$ cat src/design/lwf_pkg.sv
`default_nettype none

package lwf_pkg;

	typedef logic [1:0] kind_t;
	typedef logic [1:0] heading_t;
	typedef logic [1:0] action_t;

	localparam int KIND_W = 2;

	localparam kind_t KIND_WALL = 2'd0;
	localparam kind_t KIND_OPEN = 2'd1;
	localparam kind_t KIND_EXIT = 2'd2;

	localparam heading_t HEAD_UP    = 2'd0;
	localparam heading_t HEAD_RIGHT = 2'd1;
	localparam heading_t HEAD_DOWN  = 2'd2;
	localparam heading_t HEAD_LEFT  = 2'd3;

	localparam action_t ACT_WRITE = 2'd0;
	localparam action_t ACT_PLACE = 2'd1;
	localparam action_t ACT_STEP  = 2'd2;

	function automatic logic passable(input kind_t kind);
		return (kind == KIND_OPEN) || (kind == KIND_EXIT);
	endfunction

endpackage

`default_nettype wire

$ cat src/design/lwf_nbr.sv
`default_nettype none

// Neighbour cell of the walker in one direction: coordinates, store address
// and whether the grid edge blocks it.
module lwf_nbr #(
	parameter int GRID_SIDE = 64,
	localparam int RW = $clog2(GRID_SIDE),
	localparam int PW = (RW > 6) ? RW : 6,
	localparam int AW = $clog2(GRID_SIDE * GRID_SIDE)
) (
	input  wire logic [PW-1:0]          pos_row,
	input  wire logic [PW-1:0]          pos_col,
	input  wire lwf_pkg::heading_t      dir,
	output logic      [PW-1:0]          nb_row,
	output logic      [PW-1:0]          nb_col,
	output logic      [AW-1:0]          nb_addr,
	output logic                        nb_blocked
);

	localparam logic [PW-1:0] EDGE = PW'(GRID_SIDE - 1);

	always_comb begin
		nb_row     = pos_row;
		nb_col     = pos_col;
		nb_blocked = 1'b0;
		unique case (dir)
			lwf_pkg::HEAD_UP: begin
				nb_blocked = (pos_row == '0);
				nb_row     = pos_row - PW'(1);
			end
			lwf_pkg::HEAD_RIGHT: begin
				nb_blocked = (pos_col == EDGE);
				nb_col     = pos_col + PW'(1);
			end
			lwf_pkg::HEAD_DOWN: begin
				nb_blocked = (pos_row == EDGE);
				nb_row     = pos_row + PW'(1);
			end
			lwf_pkg::HEAD_LEFT: begin
				nb_blocked = (pos_col == '0);
				nb_col     = pos_col - PW'(1);
			end
			default: begin
				nb_blocked = 1'b1;
			end
		endcase
	end

	// only meaningful when not blocked
	assign nb_addr = AW'(nb_row) * AW'(GRID_SIDE) + AW'(nb_col);

endmodule

`default_nettype wire
$ cat config.mk
export PLATFORM = sky130hd
export DESIGN_NAME = lwf_nbr
export DESIGN_NICKNAME = d
export VERILOG_FILES = /design/src/design/lwf_pkg.sv /design/src/design/lwf_nbr.sv
export SDC_FILE = /design/constraint.sdc
export NUM_CORES = 1
export LEC_CHECK = 0
export BUFFER_PORTS_ARGS = -buffer_cell sky130_fd_sc_hd__clkbuf_2
export CORE_MARGIN = 1
export CORE_UTILIZATION = 40
export DETAILED_ROUTE_END_ITERATION = 10
export GPL_ROUTABILITY_DRIVEN = 0
export PLACE_DENSITY_LB_ADDON = 0.1
export RECOVER_POWER = 25
export SLEW_MARGIN = 20
export SYNTH_ARGS = -nofsm -noshare
export SYNTH_HDL_FRONTEND = slang
export SYNTH_SLANG_ARGS = --single-unit
$ cat constraint.sdc
create_clock -name vclk -period 7.02
set_input_delay 0.702 -clock vclk [all_inputs]
set_output_delay 0.702 -clock vclk [all_outputs]
set_load 0.01 [all_outputs]
==> impl_metrics.tcl <==
set metrics [dict create \
    fin_ws_ns 3.28 \
    vias 913 \
    drtIter0Drc 30 \
    drc 0 \
    tightestPinTransition_ns 0.604 \
    maxCapViolations 0 \
    power_density_nw_per_um2 84.3 \
    required_ns 6.32 \
    relSlewSlack 0.596 \
    dpl-instance-area_um2 967 \
    drive_gt1_frac 0.264 \
    arrival_ns 3.04 \
    die_h_um 48.2 \
    hold_buffers 0 \
    dp_slack_ns 3.38 \
    critical_path_class "primary input to primary output" \
    seqCellArea_um2 0 \
    die_w_um 48.2 \
    yosysUniqueCellTypes 41 \
    cts_resized 0 \
    portBuffers 39 \
    cp-end-kind "primary output" \
    core_area_um2 1980 \
    path_delay_family "buffers and inverters" \
    antenna_found_initial 0 \
    synth_top_area_frac 0.162 \
    tns_ns 0 \
    stdcell_count 167 \
    start_util 0.430 \
    yosys_warnings 0 \
    synth_area_leaders "ha_1, buf_4, xor2_1" \
    grt_usage 0.155 \
    wl_um 1880 \
    slowest_stage "a2111o_1" \
    dr.pass1.iters 8 \
    fin_crit_sh 0.533 \
    avgRoutedWirePerCell_um 11.3 \
    max_stage_delay_ns 0.35 \
    yosysTopAreaCell "ha_1" \
    fmax_mhz 267 \
    crit_chain "clkbuf_1, inv_1, ha_1, inv_1, ha_1, a211o_1, a2111o_1, and4bb_1, xnor2_1, clkbuf_2" \
    grt_pass1_vias 632 \
    design.seq.count 0 \
    fin_crit_ns 3.74 \
    layout.nets 168 \
    post_cts_buffers 0 \
    setup_viol 0 \
    hold_path.class "primary input to primary output" \
    cp_max_fo 8 \
    viasPerCell 5.47 \
    post-dp-hpwl_um 1490 \
    dpl.cell_count 167 \
    row_count 16 \
    start_kind "primary input" \
    finalMaxSlewViolations 0 \
    avgSynthCellArea_um2 7.16 \
    syn-num-nets 145 \
    die-area_um2 2320 \
    rsz0062_at_grt "no" \
    syn_to_final_growth_pct 12.6 \
    outcome "finished, final reports clean" \
    power.leakage_nw 0.463 \
    grt_max_degree 14 \
    hold_viol 0 \
    num_antenna_cells 0 \
    synthesis.area_um2 852 \
    io_pins 39 \
    ys_seq_area_frac 0 \
    cp_num_buf_inv 4 \
    clkbuf_count 0 \
    grt_pass1_wl_um 2740 \
    design_area_um2 960 \
    ant_nets 0 \
    syn_inst 119 \
    grt_overflow 0 \
    peakVddDrop_mv 0.0409 \
]
## synth_stat cells
| cell type | number |
|---|---|
| xor2_1 | 8 |
| a311oi_1 | 1 |
| inv_1 | 9 |
| a21o_2 | 1 |
| a2111o_1 | 1 |
| a211o_1 | 1 |
| o21a_1 | 1 |
| xnor2_1 | 4 |
| a21o_1 | 2 |
| nand2_1 | 5 |
| fa_1 | 1 |
| buf_4 | 12 |
| nor4_1 | 1 |
| clkbuf_1 | 5 |
| o2111ai_1 | 1 |
| nand3_1 | 7 |
| o32a_1 | 1 |
| nor4_2 | 1 |
| nand4bb_1 | 1 |
| a222oi_1 | 1 |
| o21ai_0 | 6 |
| o31ai_1 | 2 |
| and4bb_1 | 1 |
| nand2b_1 | 1 |
| mux2_2 | 2 |
| o21ai_1 | 1 |
| buf_2 | 1 |
| o211a_1 | 1 |
| nor2b_1 | 3 |
| nand4_1 | 5 |
| a21oi_1 | 7 |
| ha_1 | 11 |
| o21bai_1 | 2 |
| and3_1 | 1 |
| nor3_1 | 1 |
| a211oi_1 | 1 |
| o41ai_1 | 1 |
| a31oi_1 | 1 |
| or2_0 | 1 |
| a32oi_1 | 1 |
| nor2_1 | 5 |
## path summary, 6_finish.rpt
kind / startpoint / end / slack [ns] / cells after the start
worst max-delay path: dir[0] / nb_row[5] / 3.28 / 10
worst min-delay path: pos_row[5] / nb_addr[11] / 1.73 / 3
## layout by cell type, fill, tap and decap left out, types with 2 or more instances in the layout
cell type and instances:
o31ai_1 2, nand3_1 7, mux2_2 2, ha_1 11, nand4_1 5, o21ai_0 6
nor2_1 5, inv_1 9, clkbuf_1 6, a21o_1 2, nor2b_1 3, xnor2_1 4
o21bai_1 2, clkbuf_2 33, xor2_1 8, nand2_1 5, a21oi_1 7
## metrics by stage
stage	power (mW)	hold slack (ns)	util
2_1_floorplan	0.0643	1.49	-
3_3_place_gp	0.0809	1.73	0.488
3_5_place_dp	0.0813	1.73	0.488
4_1_cts	0.0817	1.74	0.488
5_1_grt	0.0917	1.76	0.484
6_report	0.0809	1.73	0.484
## layer usage
metal | wire (um) | track usage
met1 | 1020 | 0.264
met5 | 0 | 0
met3 | 100 | 0
met4 | 0 | 0
met2 | 765 | 0.227
## cells by family after synthesis
family          after synthesis  synth area share
fa+ha+maj                    12             0.185
mux                           2            0.0264
simple gates                 33             0.222
compound gates               33             0.270
buf+inv                      27             0.173
xor+xnor                     12             0.123
## power breakdown
group          internal [mW]  switching, mW  leakage, nW
sequential                 0              0            0
combinational         0.0341         0.0467        0.463
clock                      0              0            0
## area by class of cell
cell class,count,area (um^2)
inverter,9,33.8
timing repair buffer,39,188
multi-input combinational,92,704
fill,215,1020
tap,27,33.8
(Power assumes the default switching activity.)
